[src/tle_pkg.sv]
// Shared types and constants for the terminal line editor.
// No dependencies; every other file except tle_ifs imports this package.
`default_nettype none

package tle_pkg;

    // Character codes used by the editor
    localparam logic [7:0] CH_CR    = 8'd13;
    localparam logic [7:0] CH_BS    = 8'd8;
    localparam logic [7:0] CH_SPACE = 8'd32;
    localparam logic [7:0] CH_RUB   = 8'd127;

    // Prompt string length
    localparam int PROMPT_LEN = 5;

    // Configuration register indexes
    localparam logic [2:0] REG_TERMINAL_MODE = 3'd0;
    localparam logic [2:0] REG_PROMPT_ENABLE = 3'd1;
    localparam logic [2:0] REG_KEY_LEFT      = 3'd2;
    localparam logic [2:0] REG_KEY_RIGHT     = 3'd3;
    localparam logic [2:0] REG_KEY_END       = 3'd4;
    localparam logic [2:0] REG_KEY_RECALL    = 3'd5;
    localparam logic [2:0] REG_KEY_BACKSPACE = 3'd6;
    localparam logic [2:0] REG_KEY_DELETE    = 3'd7;

    // Editing key codes
    typedef struct packed {
        logic [7:0] left;
        logic [7:0] right;
        logic [7:0] jump_end;
        logic [7:0] recall;
        logic [7:0] backspace;
        logic [7:0] del;
    } key_set_t;

    // Key matches of one byte, in priority order
    typedef struct packed {
        logic backspace;
        logic del;
        logic left;
        logic right;
        logic jump_end;
        logic recall;
    } key_hit_t;

    // Classified item passed from front to back
    typedef struct packed {
        logic       raw;
        logic       cr;
        key_hit_t   hit;
        logic [7:0] data;
    } cmd_t;

    // Prompt text "YOU: "
    function automatic logic [7:0] prompt_char(input logic [2:0] idx);
        logic [7:0] c;
        begin
            case (idx)
                3'd0:    c = 8'd89;
                3'd1:    c = 8'd79;
                3'd2:    c = 8'd85;
                3'd3:    c = 8'd58;
                default: c = 8'd32;
            endcase
            return c;
        end
    endfunction

endpackage

`default_nettype wire

[src/tle_ifs.sv]
// Stream interfaces for the received-byte and result channels.
// Depends on nothing.
`default_nettype none

interface tle_in_if;
    logic       valid;
    logic       ready;
    logic [7:0] rx_byte;

    modport source (output valid, output rx_byte, input ready);
    modport sink (input valid, input rx_byte, output ready);
endinterface

interface tle_out_if;
    logic       valid;
    logic       ready;
    logic       out_kind;
    logic [7:0] out_byte;
    logic       out_last;

    modport source (output valid, output out_kind, output out_byte, output out_last,
                    input ready);
    modport sink (input valid, input out_kind, input out_byte, input out_last,
                  output ready);
endinterface

`default_nettype wire

[src/tle_front.sv]
// Front end: classifies received bytes against the key codes and queues them.
// Depends on tle_pkg and tle_in_if.
`default_nettype none

module tle_front
    import tle_pkg::*;
(
    input  wire logic     clk,
    input  wire logic     rst_n,
    tle_in_if.sink        in_ch,
    input  wire key_set_t keys,
    input  wire logic     terminal_mode,
    output logic          cmd_valid,
    output cmd_t          cmd,
    input  wire logic     cmd_ready
);

    cmd_t       queue_reg [2];
    logic       wr_ptr_reg;
    logic       rd_ptr_reg;
    logic [1:0] count_reg;
    cmd_t       cls;
    logic       push;
    logic       pop;

    // Classify the incoming byte
    always_comb
    begin
        cls.raw           = ~terminal_mode;
        cls.cr            = (in_ch.rx_byte == CH_CR);
        cls.hit.backspace = (in_ch.rx_byte == keys.backspace);
        cls.hit.del       = (in_ch.rx_byte == keys.del);
        cls.hit.left      = (in_ch.rx_byte == keys.left);
        cls.hit.right     = (in_ch.rx_byte == keys.right);
        cls.hit.jump_end  = (in_ch.rx_byte == keys.jump_end);
        cls.hit.recall    = (in_ch.rx_byte == keys.recall);
        cls.data          = in_ch.rx_byte;
    end

    assign in_ch.ready = (count_reg != 2'd2);
    assign cmd_valid   = (count_reg != 2'd0);
    assign cmd         = queue_reg[rd_ptr_reg];
    assign push        = in_ch.valid && in_ch.ready;
    assign pop         = cmd_valid && cmd_ready;

    // Two-entry queue storage
    always_ff @(posedge clk)
    begin
        if (push)
        begin
            queue_reg[wr_ptr_reg] <= cls;
        end
    end

    // Queue pointers
    always_ff @(posedge clk or negedge rst_n)
    begin
        if (!rst_n)
        begin
            wr_ptr_reg <= 1'b0;
            rd_ptr_reg <= 1'b0;
            count_reg  <= 2'd0;
        end
        else
        begin
            if (push)
            begin
                wr_ptr_reg <= ~wr_ptr_reg;
            end
            if (pop)
            begin
                rd_ptr_reg <= ~rd_ptr_reg;
            end
            if (push && !pop)
            begin
                count_reg <= count_reg + 2'd1;
            end
            else if (pop && !push)
            begin
                count_reg <= count_reg - 2'd1;
            end
        end
    end

endmodule

`default_nettype wire

[src/tle_back.sv]
// Back end: sequencer that edits the line, keeps the recall copy and emits results.
// Depends on tle_pkg and tle_out_if.
`default_nettype none

module tle_back
    import tle_pkg::*;
#(
    parameter int LINE_LEN = 20,
    localparam int AW = $clog2(LINE_LEN),
    localparam int IW = $clog2(LINE_LEN + 1)
)
(
    input  wire logic clk,
    input  wire logic rst_n,
    input  wire logic cmd_valid,
    input  wire cmd_t cmd,
    output logic      cmd_ready,
    input  wire logic prompt_enable,
    tle_out_if.source out_ch
);

    localparam logic [IW-1:0] LAST  = IW'(LINE_LEN - 1);
    localparam logic [IW-1:0] LASTM = IW'(LINE_LEN - 2);
    localparam logic [IW-1:0] LEN   = IW'(LINE_LEN);

    typedef enum logic [13:0] {
        S_IDLE     = 14'b00000000000001,
        S_PROMPT   = 14'b00000000000010,
        S_DISPATCH = 14'b00000000000100,
        S_SHIFT    = 14'b00000000001000,
        S_SH127    = 14'b00000000010000,
        S_BACK     = 14'b00000000100000,
        S_SCAN     = 14'b00000001000000,
        S_END      = 14'b00000010000000,
        S_RSPACE   = 14'b00000100000000,
        S_RDEL     = 14'b00001000000000,
        S_RCOPY    = 14'b00010000000000,
        S_CLAMP    = 14'b00100000000000,
        S_FINISH   = 14'b01000000000000,
        S_DONE     = 14'b10000000000000
    } state_t;

    state_t        state_reg, state_next;
    cmd_t          cmd_reg, cmd_next;
    logic [IW-1:0] cursor_reg, cursor_next;
    logic [IW-1:0] k_reg, k_next;
    logic [IW-1:0] i_reg, i_next;
    logic [IW-1:0] start_reg, start_next;
    logic [IW-1:0] n_reg, n_next;
    logic          zflag_reg, zflag_next;
    logic          pending_reg, pending_next;
    logic          hold_valid_reg, hold_valid_next;
    logic          hold_kind_reg;
    logic [7:0]    hold_byte_reg;
    logic          out_valid_reg;
    logic          out_kind_reg;
    logic [7:0]    out_byte_reg;
    logic          out_last_reg;
    logic [7:0]    line_reg [LINE_LEN];
    logic [7:0]    recall_reg [LINE_LEN];

    logic          can_push;
    logic          step;
    logic          emit_en;
    logic          emit_kind;
    logic [7:0]    emit_byte;
    logic          push_en;
    logic          push_last;
    logic [AW-1:0] line_raddr;
    logic [7:0]    line_rdata;
    logic [AW-1:0] rec_raddr;
    logic [7:0]    rec_rdata;
    logic          line_we;
    logic [AW-1:0] line_waddr;
    logic [7:0]    line_wdata;
    logic          rec_we;
    logic [7:0]    rec_wdata;
    logic [IW-1:0] ip1;
    logic [7:0]    fin_val;

    assign can_push  = !out_valid_reg || out_ch.ready;
    assign step      = !(hold_valid_reg && !can_push);
    assign cmd_ready = (state_reg == S_IDLE);
    assign ip1       = i_reg + IW'(1);

    // Read port address selection
    always_comb
    begin
        unique case (state_reg)
            S_SHIFT:          line_raddr = ip1[AW-1:0];
            S_SCAN, S_FINISH: line_raddr = k_reg[AW-1:0];
            default:          line_raddr = cursor_reg[AW-1:0];
        endcase
        rec_raddr = (state_reg == S_RCOPY) ? k_reg[AW-1:0] : '0;
    end

    assign line_rdata = line_reg[line_raddr];
    assign rec_rdata  = recall_reg[rec_raddr];
    assign fin_val    = (k_reg < cursor_reg) ? line_rdata : 8'd0;

    // Sequencer
    always_comb
    begin
        state_next   = state_reg;
        cmd_next     = cmd_reg;
        cursor_next  = cursor_reg;
        k_next       = k_reg;
        i_next       = i_reg;
        start_next   = start_reg;
        n_next       = n_reg;
        zflag_next   = zflag_reg;
        pending_next = pending_reg;
        emit_en      = 1'b0;
        emit_kind    = 1'b0;
        emit_byte    = 8'd0;
        line_we      = 1'b0;
        line_waddr   = cursor_reg[AW-1:0];
        line_wdata   = 8'd0;
        rec_we       = 1'b0;
        rec_wdata    = 8'd0;

        unique case (state_reg)
            S_IDLE:
            begin
                if (cmd_valid)
                begin
                    cmd_next     = cmd;
                    pending_next = 1'b0;
                    k_next       = '0;
                    if (pending_reg && !cmd.raw && prompt_enable)
                    begin
                        state_next = S_PROMPT;
                    end
                    else
                    begin
                        state_next = S_DISPATCH;
                    end
                end
            end

            S_PROMPT:
            begin
                emit_en   = 1'b1;
                emit_byte = prompt_char(k_reg[2:0]);
                k_next    = k_reg + IW'(1);
                if (k_reg == IW'(PROMPT_LEN - 1))
                begin
                    state_next = S_DISPATCH;
                end
            end

            S_DISPATCH:
            begin
                k_next     = '0;
                zflag_next = 1'b0;
                state_next = S_CLAMP;
                if (cmd_reg.raw)
                begin
                    line_we     = 1'b1;
                    line_wdata  = cmd_reg.data;
                    cursor_next = cursor_reg + IW'(1);
                    state_next  = (cursor_reg + IW'(1) >= LAST) ? S_FINISH : S_DONE;
                end
                else if (cmd_reg.cr)
                begin
                    state_next = S_FINISH;
                end
                else if (cmd_reg.hit == '0)
                begin
                    line_we     = 1'b1;
                    line_wdata  = cmd_reg.data;
                    emit_en     = 1'b1;
                    emit_byte   = cmd_reg.data;
                    cursor_next = cursor_reg + IW'(1);
                end
                else if (cmd_reg.hit.backspace && cursor_reg != '0)
                begin
                    cursor_next = cursor_reg - IW'(1);
                    emit_en     = 1'b1;
                    emit_byte   = CH_BS;
                    i_next      = cursor_reg - IW'(1);
                    start_next  = cursor_reg - IW'(1);
                    state_next  = S_SHIFT;
                end
                else if (cmd_reg.hit.del && cursor_reg != LAST)
                begin
                    i_next     = cursor_reg;
                    start_next = cursor_reg;
                    state_next = S_SHIFT;
                end
                else if (cmd_reg.hit.left && cursor_reg != '0)
                begin
                    cursor_next = cursor_reg - IW'(1);
                    emit_en     = 1'b1;
                    emit_byte   = CH_BS;
                end
                else if (cmd_reg.hit.right && cursor_reg < LAST && line_rdata != 8'd0)
                begin
                    emit_en     = 1'b1;
                    emit_byte   = line_rdata;
                    cursor_next = cursor_reg + IW'(1);
                end
                else if (cmd_reg.hit.jump_end)
                begin
                    state_next = S_SCAN;
                end
                else if (cmd_reg.hit.recall && rec_rdata != 8'd0)
                begin
                    state_next = S_RSPACE;
                end
            end

            // Shift the tail left by one and repaint it
            S_SHIFT:
            begin
                if (ip1 < LEN)
                begin
                    line_we    = 1'b1;
                    line_waddr = i_reg[AW-1:0];
                    emit_en    = 1'b1;
                    if (line_rdata != 8'd0)
                    begin
                        line_wdata = line_rdata;
                        emit_byte  = line_rdata;
                        i_next     = ip1;
                    end
                    else
                    begin
                        emit_byte  = CH_SPACE;
                        state_next = S_SH127;
                    end
                end
                else
                begin
                    state_next = S_BACK;
                end
            end

            S_SH127:
            begin
                emit_en    = 1'b1;
                emit_byte  = CH_RUB;
                state_next = S_BACK;
            end

            // Walk the terminal cursor back to the edit point
            S_BACK:
            begin
                if (i_reg > start_reg)
                begin
                    emit_en   = 1'b1;
                    emit_byte = CH_BS;
                    i_next    = i_reg - IW'(1);
                end
                else
                begin
                    state_next = S_CLAMP;
                end
            end

            // Measure text length for jump to end
            S_SCAN:
            begin
                if (k_reg < LEN && line_rdata != 8'd0)
                begin
                    k_next = k_reg + IW'(1);
                end
                else if (k_reg == '0)
                begin
                    state_next = (cmd_reg.hit.recall && rec_rdata != 8'd0) ? S_RSPACE
                                                                            : S_CLAMP;
                end
                else
                begin
                    n_next     = (k_reg > LAST) ? LAST : k_reg;
                    state_next = S_END;
                end
            end

            S_END:
            begin
                if (cursor_reg < n_reg)
                begin
                    emit_en     = 1'b1;
                    emit_byte   = line_rdata;
                    cursor_next = cursor_reg + IW'(1);
                end
                else
                begin
                    state_next = S_CLAMP;
                end
            end

            // Recall: blank the rest of the line on screen
            S_RSPACE:
            begin
                if (cursor_reg < LAST)
                begin
                    emit_en     = 1'b1;
                    emit_byte   = CH_SPACE;
                    cursor_next = cursor_reg + IW'(1);
                end
                else
                begin
                    k_next     = '0;
                    state_next = S_RDEL;
                end
            end

            S_RDEL:
            begin
                emit_en   = 1'b1;
                emit_byte = CH_RUB;
                k_next    = k_reg + IW'(1);
                if (k_reg == LASTM)
                begin
                    k_next     = '0;
                    zflag_next = 1'b0;
                    state_next = S_RCOPY;
                end
            end

            // Recall: copy text into the line and echo it
            S_RCOPY:
            begin
                line_we    = 1'b1;
                line_waddr = k_reg[AW-1:0];
                if (!zflag_reg && rec_rdata != 8'd0)
                begin
                    emit_en    = 1'b1;
                    emit_byte  = rec_rdata;
                    line_wdata = rec_rdata;
                end
                else
                begin
                    zflag_next = 1'b1;
                    if (!zflag_reg)
                    begin
                        n_next = k_reg;
                    end
                end
                if (k_reg == LAST)
                begin
                    if (zflag_reg)
                    begin
                        cursor_next = n_reg;
                    end
                    else if (rec_rdata == 8'd0)
                    begin
                        cursor_next = k_reg;
                    end
                    else
                    begin
                        cursor_next = LAST;
                    end
                    state_next = S_CLAMP;
                end
                else
                begin
                    k_next = k_reg + IW'(1);
                end
            end

            S_CLAMP:
            begin
                if (cursor_reg >= LAST)
                begin
                    cursor_next = LASTM;
                    emit_en     = 1'b1;
                    emit_byte   = CH_BS;
                end
                state_next = S_DONE;
            end

            // Deliver the line, save it for recall and clear it
            S_FINISH:
            begin
                emit_en    = 1'b1;
                emit_kind  = 1'b1;
                emit_byte  = fin_val;
                line_we    = 1'b1;
                line_waddr = k_reg[AW-1:0];
                rec_we     = 1'b1;
                rec_wdata  = (!zflag_reg) ? fin_val : 8'd0;
                if (fin_val == 8'd0)
                begin
                    zflag_next = 1'b1;
                end
                if (k_reg == LAST)
                begin
                    cursor_next  = '0;
                    pending_next = 1'b1;
                    state_next   = S_DONE;
                end
                else
                begin
                    k_next = k_reg + IW'(1);
                end
            end

            S_DONE:
            begin
                state_next = S_IDLE;
            end

            default:
            begin
                state_next = S_IDLE;
            end
        endcase
    end

    // Result hand-off: the held result goes out once the next one or the end is known
    assign push_en   = step && hold_valid_reg && (emit_en || state_reg == S_DONE);
    assign push_last = (state_reg == S_DONE);

    always_comb
    begin
        hold_valid_next = hold_valid_reg;
        if (step && emit_en)
        begin
            hold_valid_next = 1'b1;
        end
        else if (step && state_reg == S_DONE)
        begin
            hold_valid_next = 1'b0;
        end
    end

    // Control registers
    always_ff @(posedge clk or negedge rst_n)
    begin
        if (!rst_n)
        begin
            state_reg      <= S_IDLE;
            cursor_reg     <= '0;
            pending_reg    <= 1'b1;
            hold_valid_reg <= 1'b0;
            out_valid_reg  <= 1'b0;
            k_reg          <= '0;
            i_reg          <= '0;
            start_reg      <= '0;
            n_reg          <= '0;
            zflag_reg      <= 1'b0;
        end
        else
        begin
            if (step)
            begin
                state_reg   <= state_next;
                cursor_reg  <= cursor_next;
                pending_reg <= pending_next;
                k_reg       <= k_next;
                i_reg       <= i_next;
                start_reg   <= start_next;
                n_reg       <= n_next;
                zflag_reg   <= zflag_next;
            end
            hold_valid_reg <= hold_valid_next;
            if (push_en)
            begin
                out_valid_reg <= 1'b1;
            end
            else if (out_ch.ready)
            begin
                out_valid_reg <= 1'b0;
            end
        end
    end

    // Payload registers
    always_ff @(posedge clk)
    begin
        if (step)
        begin
            cmd_reg <= cmd_next;
        end
        if (step && emit_en)
        begin
            hold_kind_reg <= emit_kind;
            hold_byte_reg <= emit_byte;
        end
        if (push_en)
        begin
            out_kind_reg <= hold_kind_reg;
            out_byte_reg <= hold_byte_reg;
            out_last_reg <= push_last;
        end
    end

    // Line and recall stores
    always_ff @(posedge clk or negedge rst_n)
    begin
        if (!rst_n)
        begin
            for (int e = 0; e < LINE_LEN; e++)
            begin
                line_reg[e]   <= 8'd0;
                recall_reg[e] <= 8'd0;
            end
        end
        else if (step)
        begin
            if (line_we)
            begin
                line_reg[line_waddr] <= line_wdata;
            end
            if (rec_we)
            begin
                recall_reg[k_reg[AW-1:0]] <= rec_wdata;
            end
        end
    end

    assign out_ch.valid    = out_valid_reg;
    assign out_ch.out_kind = out_kind_reg;
    assign out_ch.out_byte = out_byte_reg;
    assign out_ch.out_last = out_last_reg;

    // Between items no result is held back and the cursor sits left of the last cell
    a_idle_clean: assert property (@(posedge clk) disable iff (!rst_n)
        (state_reg == S_IDLE) |-> (!hold_valid_reg && cursor_reg <= LASTM))
        else $error("idle with held result or cursor out of range");

    // A finished line always rearms the prompt
    a_finish_prompt: assert property (@(posedge clk) disable iff (!rst_n)
        (state_reg == S_FINISH && step && k_reg == LAST) |=>
            (pending_reg && cursor_reg == '0))
        else $error("line finish did not rearm prompt");

    // The output register is never overwritten while a result waits
    a_no_overrun: assert property (@(posedge clk) disable iff (!rst_n)
        push_en |-> can_push)
        else $error("result pushed into a full output stage");

endmodule

`default_nettype wire

[src/terminal_line_editor.sv]
// Top level of the terminal line editor: configuration registers, front and back.
// Depends on tle_pkg, tle_ifs, tle_front and tle_back.
//
// Each received byte is classified by the front end and queued (two entries), then
// executed by a back-end sequencer that produces at most one result per cycle. The last
// result of each item carries out_last. Results wait in a hold register and an output
// register, so the back end keeps going while the sink stalls until both are full, and
// the front keeps taking bytes while the back end works until its queue is full.
`default_nettype none

module terminal_line_editor
    import tle_pkg::*;
#(
    parameter int LINE_LEN = 20
)
(
    input  wire logic       clk,
    input  wire logic       rst_n,
    tle_in_if.sink          in_ch,
    tle_out_if.source       out_ch,
    input  wire logic       cfg_we,
    input  wire logic [2:0] cfg_index,
    input  wire logic [7:0] cfg_data
);

    logic     terminal_mode_reg;
    logic     prompt_enable_reg;
    key_set_t keys_reg;
    logic     cmd_valid;
    cmd_t     cmd;
    logic     cmd_ready;

    // Configuration registers
    always_ff @(posedge clk or negedge rst_n)
    begin
        if (!rst_n)
        begin
            terminal_mode_reg  <= 1'b1;
            prompt_enable_reg  <= 1'b1;
            keys_reg.left      <= 8'd68;
            keys_reg.right     <= 8'd67;
            keys_reg.jump_end  <= 8'd66;
            keys_reg.recall    <= 8'd65;
            keys_reg.backspace <= 8'd127;
            keys_reg.del       <= 8'd126;
        end
        else if (cfg_we)
        begin
            unique case (cfg_index)
                REG_TERMINAL_MODE: terminal_mode_reg  <= cfg_data[0];
                REG_PROMPT_ENABLE: prompt_enable_reg  <= cfg_data[0];
                REG_KEY_LEFT:      keys_reg.left      <= cfg_data;
                REG_KEY_RIGHT:     keys_reg.right     <= cfg_data;
                REG_KEY_END:       keys_reg.jump_end  <= cfg_data;
                REG_KEY_RECALL:    keys_reg.recall    <= cfg_data;
                REG_KEY_BACKSPACE: keys_reg.backspace <= cfg_data;
                REG_KEY_DELETE:    keys_reg.del       <= cfg_data;
                default:           keys_reg           <= keys_reg;
            endcase
        end
    end

    tle_front u_front (
        .clk           (clk),
        .rst_n         (rst_n),
        .in_ch         (in_ch),
        .keys          (keys_reg),
        .terminal_mode (terminal_mode_reg),
        .cmd_valid     (cmd_valid),
        .cmd           (cmd),
        .cmd_ready     (cmd_ready)
    );

    tle_back #(
        .LINE_LEN (LINE_LEN)
    ) u_back (
        .clk           (clk),
        .rst_n         (rst_n),
        .cmd_valid     (cmd_valid),
        .cmd           (cmd),
        .cmd_ready     (cmd_ready),
        .prompt_enable (prompt_enable_reg),
        .out_ch        (out_ch)
    );

endmodule

`default_nettype wire

[src/flat_wrapper.sv]
// flat-port wrapper written by rule: the top's interface ports become plain ports
module terminal_line_editor_flat import tle_pkg::*;
#(
    parameter int LINE_LEN = 20
)
  (clk, rst_n, cfg_we, cfg_index, cfg_data, in_ch_valid, in_ch_rx_byte, in_ch_ready, out_ch_valid, out_ch_out_kind, out_ch_out_byte, out_ch_out_last, out_ch_ready);
  tle_in_if in_ch_i ();
  tle_out_if out_ch_i ();
  input  wire logic clk;
  input  wire logic rst_n;
  input  wire logic cfg_we;
  input  wire logic [2:0] cfg_index;
  input  wire logic [7:0] cfg_data;
  input wire logic [$bits(in_ch_i.valid)-1:0] in_ch_valid;
  input wire logic [$bits(in_ch_i.rx_byte)-1:0] in_ch_rx_byte;
  output wire logic [$bits(in_ch_i.ready)-1:0] in_ch_ready;
  output wire logic [$bits(out_ch_i.valid)-1:0] out_ch_valid;
  output wire logic [$bits(out_ch_i.out_kind)-1:0] out_ch_out_kind;
  output wire logic [$bits(out_ch_i.out_byte)-1:0] out_ch_out_byte;
  output wire logic [$bits(out_ch_i.out_last)-1:0] out_ch_out_last;
  input wire logic [$bits(out_ch_i.ready)-1:0] out_ch_ready;
  assign in_ch_i.valid = in_ch_valid;
  assign in_ch_i.rx_byte = in_ch_rx_byte;
  assign in_ch_ready = in_ch_i.ready;
  assign out_ch_valid = out_ch_i.valid;
  assign out_ch_out_kind = out_ch_i.out_kind;
  assign out_ch_out_byte = out_ch_i.out_byte;
  assign out_ch_out_last = out_ch_i.out_last;
  assign out_ch_i.ready = out_ch_ready;
  terminal_line_editor #(.LINE_LEN(LINE_LEN)) u_core (.clk(clk), .rst_n(rst_n), .in_ch(in_ch_i), .out_ch(out_ch_i), .cfg_we(cfg_we), .cfg_index(cfg_index), .cfg_data(cfg_data));
endmodule
[config.mk]
export PLATFORM = sky130hd
export DESIGN_NAME = terminal_line_editor_flat
export DESIGN_NICKNAME = d
export VERILOG_FILES = /design/src/tle_pkg.sv /design/src/tle_ifs.sv /design/src/tle_front.sv /design/src/tle_back.sv /design/src/terminal_line_editor.sv /design/src/flat_wrapper.sv
export SDC_FILE = /design/constraint.sdc
export NUM_CORES = 1
export LEC_CHECK = 0
export BUFFER_PORTS_ARGS = -buffer_cell sky130_fd_sc_hd__clkbuf_2
export CAP_MARGIN = 20
export CELL_PAD_IN_SITES_DETAIL_PLACEMENT = 0
export CELL_PAD_IN_SITES_GLOBAL_PLACEMENT = 1
export CORE_MARGIN = 2
export CORE_UTILIZATION = 25
export DETAILED_ROUTE_END_ITERATION = 8
export PLACE_DENSITY = 0.55
export SYNTH_ARGS = -nofsm -noshare
export SYNTH_HDL_FRONTEND = slang
export SYNTH_SLANG_ARGS = --single-unit
[constraint.sdc]
create_clock -name clk -period 4.4 [get_ports clk]
set_input_delay 0.44 -clock clk [delete_from_list [all_inputs] [get_ports clk]]
set_output_delay 0.44 -clock clk [all_outputs]
set_load 0.03 [all_outputs]
## Word level (Yosys, flattened, before mapping)

Memory sizes are Yosys's and may differ from the RTL's.
Index checks and enable logic that the tools add are counted.

| operators by class | value |
|---|---|
| muxes and demuxes | 135 |
| div/mod/pow operators | 0 |
| equal/unequal tests | 65 |
| multipliers | 0 |
| bitwise gates (word level) | 11 |
| add/subtract/negate cells | 7 |
| $lt $le $gt $ge | 15 |
| reduce and logical (&&, ||, !) cells | 73 |
| shifts and indexed selects | 0 |

Operators with widths:

| operator | number |
|---|---|
| bitwise mux 160 bit | 2 |
| two-way mux 8 bit | 25 |
| two-way mux 14 bit | 14 |
| one-hot mux 14 bit (13 select lines) | 1 |
| two-way mux 5 bit | 34 |
| two-way mux 12 bit | 7 |
| binary-select mux 8 bit (select 5 bit) | 2 |
| demux 8 bit (select 5 bit) | 2 |
| one-hot mux 8 bit (10 select lines) | 1 |
| == test 8 bit | 6 |
| != test 2 bit (second input constant) | 24 |
| one-hot mux 5 bit (7 select lines) | 1 |
| one-hot mux 5 bit (2 select lines) | 3 |
| one-hot mux 5 bit (6 select lines) | 1 |
| two-way mux 1 bit | 28 |
| one-hot mux 7 bit (4 select lines) | 1 |
| >= comparator 6 bit (second input constant) | 4 |
| inverter 5 -> 6 bit | 4 |
| one-hot mux 8 bit (3 select lines) | 1 |
| logical AND 1 bit | 21 |
| AND reduction 2 bit | 10 |
| AND reduction 6 bit | 3 |
| logical NOT 8 bit | 2 |
| nonzero test 8 bit | 2 |
| 64 further kinds | 107 |

| storage, ports and cells | value |
|---|---|
| output and inout bits | 12 |
| logic and storage cells | 382 |
| memories kept | 1 |
| bits in latches | 0 |
| bits in registers | 452 |
| input port bits | 24 |
| bits in read-only memories | 0 |
| bits in writable memories | 32 |

Memories:

| name | words | width | read ports | clocked after memory_dff | write ports | line | text |
|---|---|---|---|---|---|---|---|
| u_core.u_front.queue_reg | 2 | 16 | 1 | 0 | 1 | tle_front.sv:18 | `cmd_t queue_reg [2];` |

## Depth between registers and ports, before layout

| logic depth | value |
|---|---|
| depth in word-level cells | 20 |
| gate-level depth with buffers | 19 |
| depth with buffers taken out | 15 |

## Modules after synthesis

Synthesis repeated with hierarchy kept, for this count alone.

| second synthesis, totals | value |
|---|---|
| cells, all modules | 2335 |
| area total of the unflattened synthesis | 24712.5 µm² |

Modules (own cells, without submodules):

| module | cells an instance | instances | area an instance (µm²) | seq. area each (µm²) |
|---|---|---|---|---|
| tle_back | 2075 | 1 | 20698.6 | 10137.2 |
| terminal_line_editor | 114 | 1 | 2074.5 | 1281.2 |
| tle_front | 146 | 1 | 1939.4 | 1061.0 |

## Worst setup path after synthesis

Ideal clock, no wire load.

| timing | value |
|---|---|
| kind | register -> register |
| from | reg u_core.u_back.state_reg[2] |
| to | reg u_core.u_back.out_byte_reg[0] (netlist: u_core.u_back.out_ch.out_byte[0]) (enable) |
| data required time | 4.104 ns |
| setup slack | 0.001 ns |
| stages on the path, launching flop included | 16 |
| library setup time | 0.296 ns |
| arrival | 4.102 ns |
| path buffers | 2 |
| cell sequence | dfrtp_1 buf_6 or4_4 buf_6 or4_4 o211a_2 a211oi_4 nand2_2 a2111oi_0 nor3_1 a32oi_2 nand4_4 o21ai_2 a21oi_1 o41ai_1 nor2_1 |

| on the way | value |
|---|---|
| cells in the longest elaborated chain, start to end | 19 |
| elaborated cells between the ends (all ways) | 40 |
| those cells by class | eq/ne: 13; mux: 17; bitwise: 2; reduce/logical: 8 |

RTL lines:

| what | line | text |
|---|---|---|
| start, declared | tle_back.sv:43 | `state_t state_reg, state_next;` |
| start signal, assigned | tle_back.sv:450 | `state_reg <= state_next;` |
| == test 14 x 13 -> 1 bit / == test 14 x 7 -> 1 bit (equally long branches) | tle_back.sv:89, tle_back.sv:122 |  |
| OR reduction 2 bit | tle_back.sv:89 | `unique case (state_reg)` |
| one-hot mux 5 bit (2 select lines) | tle_back.sv:89 |  |
| inverter 5 -> 6 bit (implied by the code) | tle_back.sv:97 | `assign line_rdata = line_reg[line_raddr];` |
| binary-select mux 8 bit (select 5 bit) | tle_back.sv:97 |  |
| two-way mux 8 bit (implied by the code) (2 in series) | tle_back.sv:97 |  |
| nonzero test 8 bit | tle_back.sv:197 | `else if (cmd_reg.hit.right && cursor_reg < LAST && line_rdata != 8'd0)` |
| logical AND 1 bit | tle_back.sv:197 |  |
| (+3 left out) | -- |  |
| two-way mux 1 bit | tle_back.sv:176 | `else if (cmd_reg.hit.backspace && cursor_reg != '0)` |
| two-way mux 1 bit | tle_back.sv:168 | `else if (cmd_reg.hit == '0)` |
| two-way mux 1 bit | tle_back.sv:164 | `else if (cmd_reg.cr)` |
| two-way mux 1 bit | tle_back.sv:157 | `if (cmd_reg.raw)` |
| one-hot mux 1 bit (8 select lines) | tle_back.sv:122 | `unique case (state_reg)` |
| logical OR 1 bit (*) | tle_back.sv:414 | `assign push_en = step && hold_valid_reg && (emit_en \|\| state_reg == S_DONE);` |
| logical AND 1 bit (*) | tle_back.sv:414 |  |
| via u_core.u_back.push_en | tle_back.sv:67 | `logic push_en;` |
| end signal, assigned | tle_back.sv:486 | `out_byte_reg <= hold_byte_reg;` |
| end, declared | tle_back.sv:57 | `logic [7:0] out_byte_reg;` |

The timed path passes the listed nets; every way through them passes the cells marked *. The select of a mux whose other input is x is not followed.
A chain may end at the register's enable or synchronous reset.

## Final worst setup path

| timing | value |
|---|---|
| from | reg u_core.u_back.state_reg[2] |
| to | reg u_core.u_back.out_byte_reg[4] (netlist: u_core.u_back.out_ch.out_byte[4]) (enable) |

The elaborated chain is that of the path after synthesis.

==> qor.log <==
INFO  synthesis      ys_dominant_reg_cell=sky130_fd_sc_hd__dfrtp_1
INFO  synthesis      netlist-cell-type-count=97
INFO  finish         areaGrowthSynthToFinish=26.1%
INFO  critical_path  startpoint_type=register
INFO  synthesis      synth.area.top_cells=sky130_fd_sc_hd__dfrtp_1, sky130_fd_sc_hd__mux2_2, sky130_fd_sc_hd__edfxtp_1, sky130_fd_sc_hd__nand2_1, sky130_fd_sc_hd__o21ai_0
INFO  cts            clk_pin_slew=60ps
INFO  critical_path  slowest_delay=580ps
INFO  sta            finalWorstPathRequiredPeriod=4430ps
INFO  floorplan      fp.dieW=316um
INFO  sta            setup_repair_after_global_routing_missed_its_margin=true
INFO  status         violations=negative setup slack
INFO  hold_path      timing.hold.worst.class=in -> reg
INFO  place          buffer_ports.inserted=35
INFO  critical_path  path_cells=or4_4 > or4_4 > o211a_4 > a211oi_4 > buf_6 > buf_6 > buf_6 > nor3_4 > a22o_1 > a211oi_2 > nand4_4 > o21ai_4 > a21oi_4 > o41ai_2 > buf_4 > nor2_4
INFO  global_route   grt_pass1_wl=126mm
INFO  sta            fin_crit_sh=101%
INFO  route          dr.pass1.iters=7
INFO  floorplan      die_height=316um
INFO  synthesis      synth_edf_count=67
INFO  sta            setup_viol=13
INFO  critical_path  cp_data_arrival_time=4780ps
INFO  sta            hold_ws=121ps
INFO  power_and_ir_drop swShare=37.2%
INFO  global_route   globalRoute.totalOverflow=0
INFO  synthesis      synthesis.nets=2408
INFO  synthesis      syn_inst=2360
INFO  place          detailed_place.area=0.0279sqmm
INFO  power_and_ir_drop p_switching=6.87mW
INFO  route          dr.first_iter.drc_count=1482
INFO  cts            cts_root_buf=sky130_fd_sc_hd__clkbuf_16
INFO  cts            cts.sinks=484
INFO  route          vias=19200
INFO  route          drt-vias-per-instance=4.88
INFO  global_route   pin_count_of_the_biggest_net_entering_global_routing=175
INFO  sta            hold_violations=0
INFO  cts            cts.htree.levels=2
INFO  power_and_ir_drop finalPower=18.5mW
INFO  critical_path  required=4750ps
INFO  finish         layout.nets=2663
INFO  power_and_ir_drop share_clk_of_total_power=26.3%
INFO  finish         total_of_fill_cells_in_the_finished_design=9864
INFO  finish         final_area=0.0307sqmm
INFO  finish         multi_input_comb_area=0.0116sqmm
INFO  route          drt.antenna.violating_nets=0
INFO  place          dpl.cell_count=3799
INFO  synthesis      ys_ff_latch=484
INFO  floorplan      initial_core_util=25.2%
INFO  synthesis      avgSynthCellArea=10.3squm
INFO  finish         num_antenna_cells=0
INFO  synthesis      synth_area=0.0243sqmm
INFO  floorplan      core_area=0.0966sqmm
INFO  route          drc_errors=0
INFO  floorplan      core.rowCount=114
INFO  sta            tightest_pin_transition=1130ps
INFO  finish         layout.area.seq=0.0125sqmm
INFO  critical_path  worst_path_max_delay_cell=sky130_fd_sc_hd__or4_4
INFO  synthesis      ys_seq_area_share=51.3%
INFO  cts            clock_tree_from_tritoncts=yes
INFO  place          dp.final_hpwl=60.3mm
INFO  global_route   first_global_vias=19700
INFO  power_and_ir_drop p_int=11.6mW
INFO  critical_path  setup.worst_path.end_class=register
INFO  critical_path  cp_common_cell=sky130_fd_sc_hd__buf_6
INFO  sta            max_freq=0.226GHz
INFO  cts            cts_buffers=56
INFO  synthesis      ys_async_sr_fraction=86.2%
INFO  synthesis      synth.yosys.warnings=0
INFO  power_and_ir_drop power.density=602mW/mm^2
INFO  finish         final_non_filler_cells=3938
INFO  route          routed_wirelength=83.6mm
INFO  power_and_ir_drop share_seq_of_total_power=31.1%
INFO  sta            skew=34.8ps
INFO  sta            report.final.slew_viol_count=0
INFO  power_and_ir_drop cellLeakagePower=12.9nW
INFO  synthesis      top_cell_type_s_share_of_synthesized_area=40.2%
INFO  finish         drive_above_1_share=29.8%
INFO  floorplan      design.portCount=36
INFO  route          route.detailed.wl_per_inst=21.2um
INFO  sta            setup_total_negative_slack=-269ps
INFO  power_and_ir_drop max-vdd-ir-drop=0.000350V
INFO  place          routabilityCongestion=0.921
INFO  sta            final.setup.worst_slack=-29.4ps
INFO  sta            maxSlewHeadroom=24.6%
INFO  synthesis      synth.cells.most_frequent=sky130_fd_sc_hd__nand2_1, sky130_fd_sc_hd__dfrtp_1, sky130_fd_sc_hd__o21ai_0
INFO  critical_path  worstPathMaxFanout=6
INFO  cts            cts-root-to-sink-buffers=3
INFO  synthesis      synth.largest_area_cell=sky130_fd_sc_hd__dfrtp_1
INFO  global_route   antenna_violations_before_repair=1
INFO  synthesis      yosysMostFrequentCell=sky130_fd_sc_hd__nand2_1
INFO  critical_path  criticalPathCategory=reg -> reg
INFO  global_route   global_route.usage.total=16.6%
INFO  floorplan      fp.dieArea=0.0998sqmm
INFO  flow_run       max-cap-violations=0
INFO  power_and_ir_drop share_comb_of_total_power=42.6%
INFO  cts            clock_insertion_delay_worst_skew=630ps
INFO  status         outcome=complete, but fails checks
[worst max-delay path: cells and delay by family, from the launching register on]
family,cells,cell delay [ps]
AO/OA/AOI/OAI,7,1670
buffers and inverters,4,630
flip-flops,1,410
AND/OR/NAND/NOR,5,1450
[final cells by class]
type,instances,area share (%)
clock buffers,83,5.67
clock inverters,22,0.677
inverters,51,0.624
multi-input cells,1672,37.7
flip-flops and latches,484,40.7
well taps,1276,5.20
repair buffers,350,9.44
[path summary, 6_finish.rpt]
path / endpoint / cells past startpoint / start / slack, ps
min in group asynchronous: u_core.u_back.line_reg[55]$_DFFE_PN0P_ / 2 / rst_n / 270
max in group asynchronous: u_core.u_back.state_reg[6]$_DFFE_PN0P_ / 3 / rst_n / 2760
setup / recovery: u_core.u_back.out_ch.out_byte[4]$_DFFE_PP_ / 16 / u_core.u_back.state_reg[2]$_DFFE_PN0P_ / -30
hold / removal: u_core.u_front.wr_ptr_reg$_DFFE_PN0P_ / 3 / in_ch_valid / 120
hold reg to reg: u_core.u_back.out_ch.out_byte[6]$_DFFE_PP_ / 0 / u_core.u_back.hold_byte_reg[6]$_SDFFCE_PN0P_ / 420
setup reg to reg: u_core.u_back.out_ch.out_byte[4]$_DFFE_PP_ / 16 / u_core.u_back.state_reg[2]$_DFFE_PN0P_ / -30
[layer usage]
layer  GRT usage [%]  wire, um  part of all wire, %
met1            22.3     37600                   45
met2            27.2     39300                   47
met3            2.77      4130                  4.9
met4            5.28      2620                  3.1
met5               0         0                    0
[repair_timing]
action,in CTS,in global routing
endpoints found under the hold margin,8,0
pin swaps,8,43
hold buffers,1,0
setup buffers,5,28
resized for setup,18,104
setup endpoints to repair,79,85
gates cloned,0,3
[stage by stage]
step | setup slack (ps) | util (%)
final | -29.4 | 31.8
after global routing | -95.8 | 31.8
after CTS | -9.87 | 31.1
after detailed placement | -409 | 28.9
after global placement | -433 | 28.9
after floorplan | 1.24 | -
[power by group through the flow]
stage                     Clock [mW]  Sequential, mW  Combinational [mW]
after CTS                       5.01            5.73                7.08
after global placement             0            5.79                6.91
final                           4.86            5.74                7.88
after floorplan                    0            5.58                3.85
after detailed placement           0            5.80                6.94
after global routing            5.22            5.79                8.40
[cell families (layout without fill, tap and decap cells)]
group | count (synthesis) | count (layout) | share of synthesized area, %
compound gates | 515 | 516 | 13.3
xor+xnor | 66 | 66 | 2.38
fa+ha+maj | 24 | 24 | 1.23
buf+inv | 206 | 506 | 3.36
flops | 484 | 484 | 51.3
mux | 275 | 275 | 13.1
simple gates | 790 | 791 | 15.3
[cell usage in the layout (no fill, tap or decap), drive strengths merged, types with 13 or more instances in the layout]
| cell | Yosys | layout |
|---|---|---|
| nand2 | 405 | 405 |
| dfrtp | 391 | 391 |
| buf | 49 | 314 |
| o21ai | 266 | 266 |
| mux2 | 192 | 192 |
| clkbuf | 106 | 118 |
| nor2 | 107 | 108 |
| mux2i | 69 | 69 |
| edfxtp | 67 | 67 |
| nand3 | 67 | 67 |
| xnor2 | 62 | 62 |
| a21oi | 58 | 58 |
| nor3 | 56 | 56 |
| inv | 50 | 54 |
| nand4 | 29 | 29 |
| dfstp | 26 | 26 |
| ha | 24 | 24 |
| and3 | 21 | 21 |
| nand2b | 18 | 18 |
| a31oi | 18 | 18 |
| a22oi | 18 | 18 |
| a211oi | 18 | 18 |
| nor4 | 18 | 18 |
| o21a | 15 | 15 |
| mux4 | 14 | 14 |
| clkinv | 1 | 14 |
| o211ai | 13 | 13 |
| nor2b | 13 | 13 |
| and2 | 13 | 13 |
Power figures use the tool's default switching activity.
